`config.mk`:
```
export PLATFORM = sky130hd
export DESIGN_NAME = vau_merge
export DESIGN_NICKNAME = d
export VERILOG_FILES = /design/src/vau_pkg.sv /design/src/vau_merge.sv
export SDC_FILE = /design/constraint.sdc
export NUM_CORES = 1
export LEC_CHECK = 0
export ABC_CLOCK_PERIOD_IN_PS = 6210
export BUFFER_PORTS_ARGS = -buffer_cell sky130_fd_sc_hd__buf_2
export CAP_MARGIN = 10
export CELL_PAD_IN_SITES_DETAIL_PLACEMENT = 1
export CELL_PAD_IN_SITES_GLOBAL_PLACEMENT = 1
export CORE_AREA = 2 2 526 528
export DETAILED_ROUTE_END_ITERATION = 7
export DIE_AREA = 0 0 528 530
export PLACE_DENSITY_LB_ADDON = 0.1
export SETUP_SLACK_MARGIN = 0.3
export SYNTH_ARGS = -nofsm -noshare
export SYNTH_HDL_FRONTEND = slang
export SYNTH_SLANG_ARGS = --single-unit
```
`constraint.sdc`:
```
create_clock -name aclk -period 6.21 [get_ports aclk]
set_clock_uncertainty 0.2 [all_clocks]
set_input_delay 0.3105 -clock aclk [delete_from_list [all_inputs] [get_ports aclk]]
set_output_delay 0.3105 -clock aclk [all_outputs]
set_load 0.01 [all_outputs]
```
`src/vau_pkg.sv`:
```
package vau_pkg;

    // Fixed-point format and derived pipeline depths.
    localparam int FRAC_BITS  = 16;
    localparam int DIV_BITS   = 32 + FRAC_BITS;
    localparam int SQRT_STEPS = 32;
    localparam int PIPE_DEPTH = 4 + SQRT_STEPS + DIV_BITS;

    localparam logic [32:0]         FIX_ONE = 33'd1 << FRAC_BITS;
    localparam logic [DIV_BITS-1:0] DQ_ONE  = DIV_BITS'(1);

    // Operation codes.
    localparam logic [3:0] CMD_ADD    = 4'd0;
    localparam logic [3:0] CMD_SUB    = 4'd1;
    localparam logic [3:0] CMD_SCALE  = 4'd2;
    localparam logic [3:0] CMD_DIVIDE = 4'd3;
    localparam logic [3:0] CMD_DOT    = 4'd4;
    localparam logic [3:0] CMD_CROSS  = 4'd5;
    localparam logic [3:0] CMD_LENGTH = 4'd6;
    localparam logic [3:0] CMD_DIST   = 4'd7;
    localparam logic [3:0] CMD_NORM   = 4'd8;
    localparam logic [3:0] CMD_EQUAL  = 4'd9;

    typedef logic signed [31:0] fix_t;

    // Per-item context carried along the pipeline.
    typedef struct packed {
        logic [3:0]  cmd;
        fix_t [2:0]  a;
        fix_t        s;
        fix_t [2:0]  v;
        fix_t        sc;
        logic        eq;
        logic        sat;
    } ctx_t;

    // What one lane hands to the merging stage.
    typedef struct packed {
        logic [32:0]        sum;
        logic [32:0]        dif;
        logic signed [63:0] p0;
        logic signed [63:0] p1;
        logic [63:0]        sq;
    } lane_res_t;

    // Saturate to 32 bits; the top bit of the result is the clip flag.
    function automatic logic [32:0] sat32(input logic signed [66:0] val);
        if (val > 67'sd2147483647) begin
            return {1'b1, 32'h7fff_ffff};
        end else if (val < -67'sd2147483648) begin
            return {1'b1, 32'h8000_0000};
        end else begin
            return {1'b0, val[31:0]};
        end
    endfunction

endpackage

```
`src/vau_merge.sv`:
```
module vau_merge (
    input  logic               aclk,
    input  logic               en,
    input  vau_pkg::ctx_t      ctx_in,
    input  vau_pkg::lane_res_t lanes [3],
    output vau_pkg::ctx_t      ctx_out,
    output logic [63:0]        sumsq_out
);

    vau_pkg::ctx_t      ctx_next, ctx_reg;
    logic [63:0]        sumsq_next, sumsq_reg;
    logic signed [65:0] dot;
    logic signed [64:0] crs [3];
    logic [32:0]        t_sc [3];
    logic [32:0]        t_cr [3];
    logic [32:0]        t_dot;

    // Combine the lane results according to the operation.
    always_comb begin
        dot = $signed(lanes[0].p0) + $signed(lanes[1].p0) + $signed(lanes[2].p0);
        t_dot = vau_pkg::sat32(67'(dot >>> vau_pkg::FRAC_BITS));
        sumsq_next = lanes[0].sq + lanes[1].sq + lanes[2].sq;
        for (int i = 0; i < 3; i++) begin
            crs[i]  = $signed(lanes[i].p0) - $signed(lanes[i].p1);
            t_cr[i] = vau_pkg::sat32(67'(crs[i] >>> vau_pkg::FRAC_BITS));
            t_sc[i] = vau_pkg::sat32(67'($signed(lanes[i].p0) >>> vau_pkg::FRAC_BITS));
        end
        ctx_next     = ctx_in;
        ctx_next.v   = '0;
        ctx_next.sc  = '0;
        ctx_next.sat = 1'b0;
        unique case (ctx_in.cmd)
            vau_pkg::CMD_ADD: begin
                for (int i = 0; i < 3; i++) begin
                    ctx_next.v[i] = lanes[i].sum[31:0];
                    ctx_next.sat  = ctx_next.sat | lanes[i].sum[32];
                end
            end
            vau_pkg::CMD_SUB: begin
                for (int i = 0; i < 3; i++) begin
                    ctx_next.v[i] = lanes[i].dif[31:0];
                    ctx_next.sat  = ctx_next.sat | lanes[i].dif[32];
                end
            end
            vau_pkg::CMD_SCALE: begin
                for (int i = 0; i < 3; i++) begin
                    ctx_next.v[i] = t_sc[i][31:0];
                    ctx_next.sat  = ctx_next.sat | t_sc[i][32];
                end
            end
            vau_pkg::CMD_CROSS: begin
                for (int i = 0; i < 3; i++) begin
                    ctx_next.v[i] = t_cr[i][31:0];
                    ctx_next.sat  = ctx_next.sat | t_cr[i][32];
                end
            end
            vau_pkg::CMD_DOT: begin
                ctx_next.sc  = t_dot[31:0];
                ctx_next.sat = t_dot[32];
            end
            vau_pkg::CMD_DIST: begin
                ctx_next.sat = lanes[0].dif[32] | lanes[1].dif[32] | lanes[2].dif[32];
            end
            default: begin
            end
        endcase
    end

    always_ff @(posedge aclk) begin
        if (en) begin
            ctx_reg   <= ctx_next;
            sumsq_reg <= sumsq_next;
        end
    end

    assign ctx_out   = ctx_reg;
    assign sumsq_out = sumsq_reg;

endmodule

```
==> metrics.md, run 1 <==
| Metric | Value |
|---|---|
| Result of the run | completed |
| Clock root cell | sky130_fd_sc_hd__clkbuf_16 |
| Data arrival time of the critical path | 5910 ps |
| Cell Area, Synth | approximately 34,000 um^2 |
| Via count of the first global-routing pass | slightly below 40k |
| Number of cells in the design after placement | roughly 8.5k |
| Number of I/O pins | 1,364 |
| Drt wl/cell | 25.6 um |
| Worst Path Class, Setup | in -> reg |
| Peak supply drop | 0.000272 V |
| Initial antenna violation count | 89 |
| Pins over their slew limit | 0 |
| Total number of H-tree levels | 2 |
| Final Routed Wirelength | 234,000 um |
| Final net count | 6,972 |
| Core Footprint | roughly 270,000 um^2 |
| Most used standard cell by instance count after synthesis | sky130_fd_sc_hd__a21oi_1 |
| Sort of element at the start of the critical path | input pin |
| DP HPWL | 201,000 um |
| Cell type contributing the most total cell area after synthesis | sky130_fd_sc_hd__edfxtp_1 |
| Routability congestion estimate | between 0.8 and 0.9 |
| Aggregate negative setup slack | 0 ps |
| First-pass GRT wire length | 321,000 um |
| Post-detailed-route DRC marker count | 0 |
| Cells after Synth | 3,724 |
| Reported max-cap violation count | 0 |
| Maximum number of buffers from clock root to sink | 3 |
| Timing-limited maximum frequency | 176 MHz |
| Class of the most critical hold timing path | in -> reg |
| Commonest cells in the netlist | 354 x sky130_fd_sc_hd__a21oi_1, 337 x sky130_fd_sc_hd__inv_1, 326 x sky130_fd_sc_hd__edfxtp_1, 315 x sky130_fd_sc_hd__ha_1, 260 x sky130_fd_sc_hd__nor2_1 |
| Post-Synthesis Mean Instance Area | 9.03 um^2 |
| Count of clock tree sinks | 326 |
| Post-synth EDFFs | approximately 330 |
| Inserted Clock Buffers | 57 |
| Cell leakage power | 22.9 nW |
| Maximum fanout along the worst path | 4 |
| Nets in the synthesized netlist | 5,204 |
| Slew at the pin closest to its max-slew limit | 1000 ps |
| DIE HEIGHT | 530 um |
| Post-CTS repair timing setup buffer count | 0 |
| Via Count | about 37k |
| Share of post-route cells with drive strength above 1 | 27.6% |
| Worst setup EP type | register |
| Effective utilization at floorplan | approximately an eighth |
| Unique masters post-synth | 89 |
| TritonRoute pass-1 iters | 5 |
| Final global-route overflow total | 0 |
| Via density per instance | 4.04 |
| Final period util | between 90% and 100% |
| Final Hold Violating Endpoints | 0 |
| Relative max-transition margin | 32.2% |
| Count of synthesis-stage warnings from yosys | 0 |
| Post-synth top area share | 29.1% |
| Row count | 193 |
| Largest net degree at the start of global routing | 97 |
| Post-layout minimum cycle time | 5680 ps |
| Worst hold slack after final layout | between 40 and 50 ps |
| Starting DRC count in detailed routing | 1,783 |
| Clock slew at reported path FFs | 60 ps |
| Die ar. | 280,000 um^2 |
| Register bit count reported by yosys | between 300 and 400 |
| Main flop type after synthesis | sky130_fd_sc_hd__edfxtp_1 |
| Setup repair after global routing missed its margin | false |
| Layout Cells excl Fill | 9,158 |
| Top cells by area, synth | sky130_fd_sc_hd__edfxtp_1 29%, sky130_fd_sc_hd__ha_1 12%, sky130_fd_sc_hd__fa_1 7.6% |
| Layout Area Growth over Synthesis | 54.5% |
| Overall fraction of global-route tracks in use | 16.2% |
| Worst EP required | about 6400 ps |
| Horizontal die dimension | 528 um |
| Proportion of synthesized flip-flops having asynchronous set or reset | 0% |
| Sequential cell area fraction in the yosys report | 29.1% |
| Buffers added on ports | between 1k and 1.5k |
| Pwr per Cell Area | 224 nW/um^2 |
| Number of endpoints failing setup at the final stage | 0 |
| Final antenna-violating net count | 0 |
| Clock tree from TritonCTS | yes |
cell families after synthesis:
family,after synthesis,synth area share [%]
AOI/OAI and AO/OA,1279,25.6
DFF,326,29.1
adders and majority gates,442,19.3
and+or+nand+nor,947,13.9
muxes,9,0.283
buffers and inverters,483,5.59
xor gates and xnor gates,238,6.20
layout make-up:
type	instances	area, um^2
timing repair buffer	1855	12300
tap	3607	4510
fill	32400	223000
multi-input combinational	2915	22100
sequential	326	9790
clock inverter	41	526
clock buffer	66	1460
antenna	11	27.5
inverter	337	1260
power breakdown:
group | internal (mW) | switching, mW | total (mW)
logic | 2.07 | 3.14 | 5.21
clock network | 2.07 | 1.50 | 3.57
registers | 2.79 | 0.0823 | 2.87
through the flow:
stage | power (mW) | worst slack (ps) | util [%] | cell area [um^2]
final | 11.7 | 528 | 18.9 | 52000
after global routing | 12.5 | 300 | 18.9 | 52000
after CTS | 12.0 | 422 | 18.9 | 51900
after detailed placement | 7.96 | -51.7 | 16.3 | 44800
after global placement | 7.98 | -92.4 | 16.3 | 44800
after floorplan | 5.58 | 1270 | - | 33600
timing repair:
item / CTS / global route
gates resized for setup: 0 / 9
endpoints found under the setup margin: 0 / 45
endpoints found under the hold margin: 298 / 0
hold buffers: 508 / 0
critical path, cell delays in order:
cell	delay [ps]
sky130_fd_sc_hd__dlygate4sd3_1	550
sky130_fd_sc_hd__buf_2	130
sky130_fd_sc_hd__fa_1	460
sky130_fd_sc_hd__dlygate4sd3_1	550
sky130_fd_sc_hd__ha_1	190
sky130_fd_sc_hd__a21o_1	120
sky130_fd_sc_hd__a21o_1	170
sky130_fd_sc_hd__a21oi_1	120
sky130_fd_sc_hd__nor4_1	680
sky130_fd_sc_hd__a2bb2oi_2	370
sky130_fd_sc_hd__a21o_1	260
sky130_fd_sc_hd__a221oi_1	150
sky130_fd_sc_hd__o21ai_1	300
sky130_fd_sc_hd__a41o_1	240
sky130_fd_sc_hd__a21oi_1	130
sky130_fd_sc_hd__or4b_2	750
sky130_fd_sc_hd__a31oi_1	190
sky130_fd_sc_hd__nor2_1	80
sky130_fd_sc_hd__xnor2_1	130
routing by layer:
| metal | vias to the layer above | track usage [%] | part of all wire, % |
|---|---|---|---|
| li1 | 17500 | - | - |
| met2 | 1035 | 27.9 | 48 |
| met4 | 34 | 3.06 | 2.2 |
| met3 | 258 | 3.32 | 5.3 |
| met5 | - | 0 | 0.090 |
| met1 | 18200 | 20.8 | 44 |
final timing paths:
kind | from | to | slack [ps] | cells after the start
worst min-delay path | lanes[675] | ctx_out[49] | 50 | 4
worst max-delay path | lanes[517] | sumsq_out[60] | 530 | 19
placed cells by master, fill, tap and decap left out, types with 59 or more instances in the layout:
cell,instances
sky130_fd_sc_hd__xor2_1,91
sky130_fd_sc_hd__nand2_1,227
sky130_fd_sc_hd__nand3_1,59
sky130_fd_sc_hd__edfxtp_1,326
sky130_fd_sc_hd__buf_2,1233
sky130_fd_sc_hd__nand4_1,92
sky130_fd_sc_hd__buf_4,100
sky130_fd_sc_hd__nor3_1,65
sky130_fd_sc_hd__a22oi_1,63
sky130_fd_sc_hd__a21oi_1,353
sky130_fd_sc_hd__nor2_1,258
sky130_fd_sc_hd__fa_1,127
sky130_fd_sc_hd__a21o_1,166
sky130_fd_sc_hd__ha_1,315
sky130_fd_sc_hd__dlygate4sd3_1,508
sky130_fd_sc_hd__inv_1,337
sky130_fd_sc_hd__o21ai_0,186
sky130_fd_sc_hd__xnor2_1,147
state kept, by name, summed over array words and instances, names as in the netlist:
register,flops
ctx_out,262
sumsq_out,64
Power figures use the tool's default switching activity.
==> run 2, diff against run 1 <==
--- a/config.mk
+++ b/config.mk
@@ -5,14 +5,15 @@
 export SDC_FILE = /design/constraint.sdc
 export NUM_CORES = 1
 export LEC_CHECK = 0
+export ABC_AREA = 1
 export ABC_CLOCK_PERIOD_IN_PS = 6210
 export BUFFER_PORTS_ARGS = -buffer_cell sky130_fd_sc_hd__buf_2
 export CAP_MARGIN = 10
 export CELL_PAD_IN_SITES_DETAIL_PLACEMENT = 1
 export CELL_PAD_IN_SITES_GLOBAL_PLACEMENT = 1
-export CORE_AREA = 2 2 526 528
+export CORE_AREA = 2 2 536 538
 export DETAILED_ROUTE_END_ITERATION = 7
-export DIE_AREA = 0 0 528 530
+export DIE_AREA = 0 0 538 540
 export PLACE_DENSITY_LB_ADDON = 0.1
 export SETUP_SLACK_MARGIN = 0.3
 export SYNTH_ARGS = -nofsm -noshare
==> run 2 against run 1 <==
Global-route usage grew 5.8 points. Sequential cell count is the same. Clock power shrank 18%. Wire length grew 41%. Critical path type unchanged. Non-clock buffer count shrank 241. Maximum frequency grew 13%. Critical path depth is the same.
==> metrics.md, run 2 <==
| Metric | Value |
|---|---|
| Most used routing layer in global routing | met2 (unchanged) |
| Start point of the worst hold path | lanes[496] (was lanes[675]) |
| Total power | 12.5 mW (was 11.7 mW) |
| Switching portion of total power | 48.0% (was 40.6%) |
| Pins over their slew limit | 0 (unchanged) |
| TritonRoute pass-1 iters | 5 (unchanged) |
| Share of post-route cells with drive strength above 1 | 16.1% (was 27.6%) |
| Number of cells in the design after placement | 12.1k (was 8,532) |
| Hold path cells | 4 (unchanged) |
| Internal power | 6.47 mW (was 6.92 mW) |
| Portion of total power attributed to combinational logic | 53.4% (was 44.7%) |
| Final net count | 10.2k (was 6,972) |
| Via density per instance | 4.26 (was 4.04) |
| Slew at the pin closest to its max-slew limit | 1100 ps (was 1000 ps) |
| Number of endpoints failing setup at the final stage | 0 (unchanged) |
| Largest family of logic cells by synthesized area | simple AND/OR/NAND/NOR gates (was compound AO/OA/AOI/OAI gates) |
| Aggregate negative setup slack | 0 ps (unchanged) |
| Worst setup EP type | register (unchanged) |
| Relative max-transition margin | 26.3% (was 32.2%) |
| Post-synth top area share | 22.2% (was 29.1%) |
| Clock tree from TritonCTS | yes (unchanged) |
| Drt wl/cell | 26.2 um (was 25.6 um) |
| Top cells by area, synth | sky130_fd_sc_hd__edfxtp_1 22%, sky130_fd_sc_hd__nand2_1 22%, sky130_fd_sc_hd__inv_1 12% (was sky130_fd_sc_hd__edfxtp_1 29%, sky130_fd_sc_hd__ha_1 12%, sky130_fd_sc_hd__fa_1 7.6%) |
| Timing-limited maximum frequency | 198 MHz (was 176 MHz) |
| Synthesized-area fraction occupied by ao, oa, aoi and oai cells | 11.9% (was 25.6%) |
| Final Hold Violating Endpoints | 0 (unchanged) |
| Cell leakage power | 31.2 nW (was 22.9 nW) |
| Peak supply drop | 0.000209 V (was 0.000272 V) |
| Synth Area in XOR/XNOR | 2.88% (was 6.20%) |
| Effective utilization at floorplan | 15.5% (was 12.2%) |
| Cells after Synth | 7,173 (was 3,724) |
| Maximum fanout along the worst path | 4 (unchanged) |
| Die ar. | 291,000 um^2 (was 280,000 um^2) |
| Final Routed Wirelength | 330,000 um (was 234,000 um) |
| Main flop type after synthesis | sky130_fd_sc_hd__edfxtp_1 (unchanged) |
| Largest net degree at the start of global routing | 116 (was 97) |
| GRT met3 Usage | 2.96% (was 3.32%) |
| Cell Area, Synth | 44,200 um^2 (was 33,600 um^2) |
| Initial antenna violation count | 173 (was 89) |
| Reported max-cap violation count | 0 (unchanged) |
| Fraction of the mapped netlist area in simple logic gates | 35.1% (was 13.9%) |
| Via count of the first global-routing pass | 56.7k (was 39.7k) |
| Sequential group share of total power | 23.1% (was 24.6%) |
| Worst Path Class, Setup | in -> reg (unchanged) |
| Routability congestion estimate | 0.921 (was 0.806) |
| Nets in the synthesized netlist | 8,653 (was 5,204) |
| Global routing met2 resource utilization | 39.3% (was 27.9%) |
| Count of clock tree sinks | 326 (unchanged) |
| Overall fraction of global-route tracks in use | 22.0% (was 16.2%) |
| Commonest cells in the netlist | 2,550 x sky130_fd_sc_hd__nand2_1, 1,422 x sky130_fd_sc_hd__inv_1, 650 x sky130_fd_sc_hd__nor2_1, 475 x sky130_fd_sc_hd__a21oi_1, 370 x sky130_fd_sc_hd__nand3_1 (was 354 x sky130_fd_sc_hd__a21oi_1, 337 x sky130_fd_sc_hd__inv_1, 326 x sky130_fd_sc_hd__edfxtp_1, 315 x sky130_fd_sc_hd__ha_1, 260 x sky130_fd_sc_hd__nor2_1) |
| Sequential cell area fraction in the yosys report | 22.2% (was 29.1%) |
| Most common cell after layout, fill and taps aside | sky130_fd_sc_hd__nand2_1 (was sky130_fd_sc_hd__buf_2) |
| Post-detailed-route DRC marker count | 0 (unchanged) |
| Sort of element at the start of the critical path | input pin (unchanged) |
| Proportion of synthesized flip-flops having asynchronous set or reset | 0% (unchanged) |
| Final global-route overflow total | 0 (unchanged) |
| Post-CTS repair timing setup buffer count | 0 (unchanged) |
| First-pass GRT wire length | 447,000 um (was 321,000 um) |
| Final non-filler cell area | 60,100 um^2 (was 52,000 um^2) |
| Count of synthesis-stage warnings from yosys | 0 (unchanged) |
| Class of the most critical hold timing path | in -> reg (unchanged) |
| Final period util | 81.2% (was 91.5%) |
| Layout Area Growth over Synthesis | 36.1% (was 54.5%) |
| Most used standard cell by instance count after synthesis | sky130_fd_sc_hd__nand2_1 (was sky130_fd_sc_hd__a21oi_1) |
| DP HPWL | 296,000 um (was 201,000 um) |
| Launch point of the worst path | lanes[517] (unchanged) |
| Worst hold slack after final layout | 34.1 ps (was 46.3 ps) |
| Leading cell types in the layout, fill and taps excluded | 2,549 x sky130_fd_sc_hd__nand2_1, 1,422 x sky130_fd_sc_hd__inv_1, 1,233 x sky130_fd_sc_hd__buf_2 (was 1,233 x sky130_fd_sc_hd__buf_2, 508 x sky130_fd_sc_hd__dlygate4sd3_1, 353 x sky130_fd_sc_hd__a21oi_1) |
| Row count | 196 (was 193) |
| Layout Cells excl Fill | 12.6k (was 9,158) |
| Cell type contributing the most total cell area after synthesis | sky130_fd_sc_hd__edfxtp_1 (unchanged) |
| Final antenna-violating net count | 0 (unchanged) |
| Post-synthesis share of cell area spent on full adders, half adders and majority gates | 14.7% (was 19.3%) |
| Post-synth EDFFs | 326 (unchanged) |
| Worst EP required | 6490 ps (was 6440 ps) |
| Number of fillers in the final layout | 35.7k (was 32.4k) |
| Total number of H-tree levels | 2 (unchanged) |
| Starting DRC count in detailed routing | 3,190 (was 1,783) |
| Worst hold path endpoint | ctx_out[79] (was ctx_out[49]) |
| Maximum number of buffers from clock root to sink | 3 (unchanged) |
| Switch Pwr | 5.98 mW (was 4.73 mW) |
| Post-layout minimum cycle time | 5040 ps (was 5680 ps) |
| Data arrival time of the critical path | 5330 ps (was 5910 ps) |
| Post-Synthesis Mean Instance Area | 6.16 um^2 (was 9.03 um^2) |
| Resized cells post-CTS | 0 (unchanged) |
| DIE HEIGHT | 540 um (was 530 um) |
| Number of flip-flops in the largest register | 262 (unchanged) |
| Total cell area at the placement stage | 55,000 um^2 (was 44,800 um^2) |
| Clock slew at reported path FFs | 60 ps (about the same) |
| Buffers added on ports | 1,234 (unchanged) |
| Multiplexer fraction of the synthesized cell area | 0% (was 0.283%) |
| Number of I/O pins | 1,364 (unchanged) |
| Core Footprint | 284,000 um^2 (was 275,000 um^2) |
| Clock root cell | sky130_fd_sc_hd__clkbuf_16 (unchanged) |
| Result of the run | completed (unchanged) |
| Unique masters post-synth | 51 (was 89) |
| GR Util met1 | 27.7% (was 20.8%) |
| Setup repair after global routing missed its margin | false (unchanged) |
| Relative contribution of the clock network to total power | 23.5% (was 30.6%) |
| Hold-fix buffer count after cts | 343 (was 508) |
| Via Count | 53.6k (was 37.0k) |
| Horizontal die dimension | 538 um (was 528 um) |
| Register bit count reported by yosys | 326 (unchanged) |
| Pwr per Cell Area | 207 nW/um^2 (was 224 nW/um^2) |
| Inserted Clock Buffers | 49 (was 57) |
==> run 2: power groups by stage <==
stage / Sequential [mW] / Clock, mW / Combinational, mW
detailed placement: 2.93 / 0 / 6.53
global placement: 2.92 / 0 / 6.52
finish: 2.88 / 2.93 / 6.65
global route: 2.91 / 3.10 / 7.30
CTS: 2.88 / 3.06 / 6.75
floorplan: 3.06 / 0 / 3.34
==> run 2: worst max path at each step <==
stage	end	cells after the start	slack, ps
6_report	sumsq_out[45]	19	1170
5_1_grt	sumsq_out[45]	19	1090
4_1_cts	sumsq_out[45]	19	1340
3_5_place_dp	ctx_out[2]	18	1100
3_3_place_gp	ctx_out[2]	22	1100
2_1_floorplan	sumsq_out[45]	16	2710
==> run 2: per-layer routing <==
metal | part of all wire (%) | vias up
li1 | - | 25800
met1 | 44 | 25800
met2 | 49 | 1440
met3 | 4.4 | 420
met4 | 3.0 | 48
met5 | 0.090 | -
==> run 2: worst max-delay path, stage by stage <==
cell,delay (ps)
sky130_fd_sc_hd__dlygate4sd3_1,540
sky130_fd_sc_hd__buf_2,130
sky130_fd_sc_hd__fa_1,470
sky130_fd_sc_hd__dlygate4sd3_1,550
sky130_fd_sc_hd__ha_1,200
sky130_fd_sc_hd__inv_1,60
sky130_fd_sc_hd__fa_1,400
sky130_fd_sc_hd__inv_1,70
sky130_fd_sc_hd__nand3_1,60
sky130_fd_sc_hd__nand2_1,120
sky130_fd_sc_hd__a21oi_1,120
sky130_fd_sc_hd__o21ai_1,280
sky130_fd_sc_hd__a21boi_0,230
sky130_fd_sc_hd__o21ai_1,610
sky130_fd_sc_hd__a21oi_1,300
sky130_fd_sc_hd__o21ai_1,320
sky130_fd_sc_hd__a21boi_0,240
sky130_fd_sc_hd__o21bai_1,220
sky130_fd_sc_hd__xor2_1,90
==> run 2: stage by stage <==
step | util, % | worst slack [ps]
finish | 21.1 | 1170
CTS | 21.1 | 1340
floorplan | - | 2710
detailed placement | 19.3 | 1100
global placement | 19.3 | 1100
global route | 21.1 | 1090
==> run 2: layout make-up <==
type,count,area [um^2],area share (%)
multi-input combinational,5325,28600,47.6
timing repair buffer,1614,9960,16.6
sequential,326,9790,16.3
inverter,1428,5360,8.92
tap,3762,4710,7.83
clock buffer,59,1260,2.10
clock inverter,28,318,0.529
antenna,36,90.1,0.150
==> run 2: cells by family after synthesis <==
logic type / Yosys count
compound gates: 917
xor+xnor: 145
flops: 326
buf+inv: 1522
simple gates: 3821
fa+ha+maj: 442
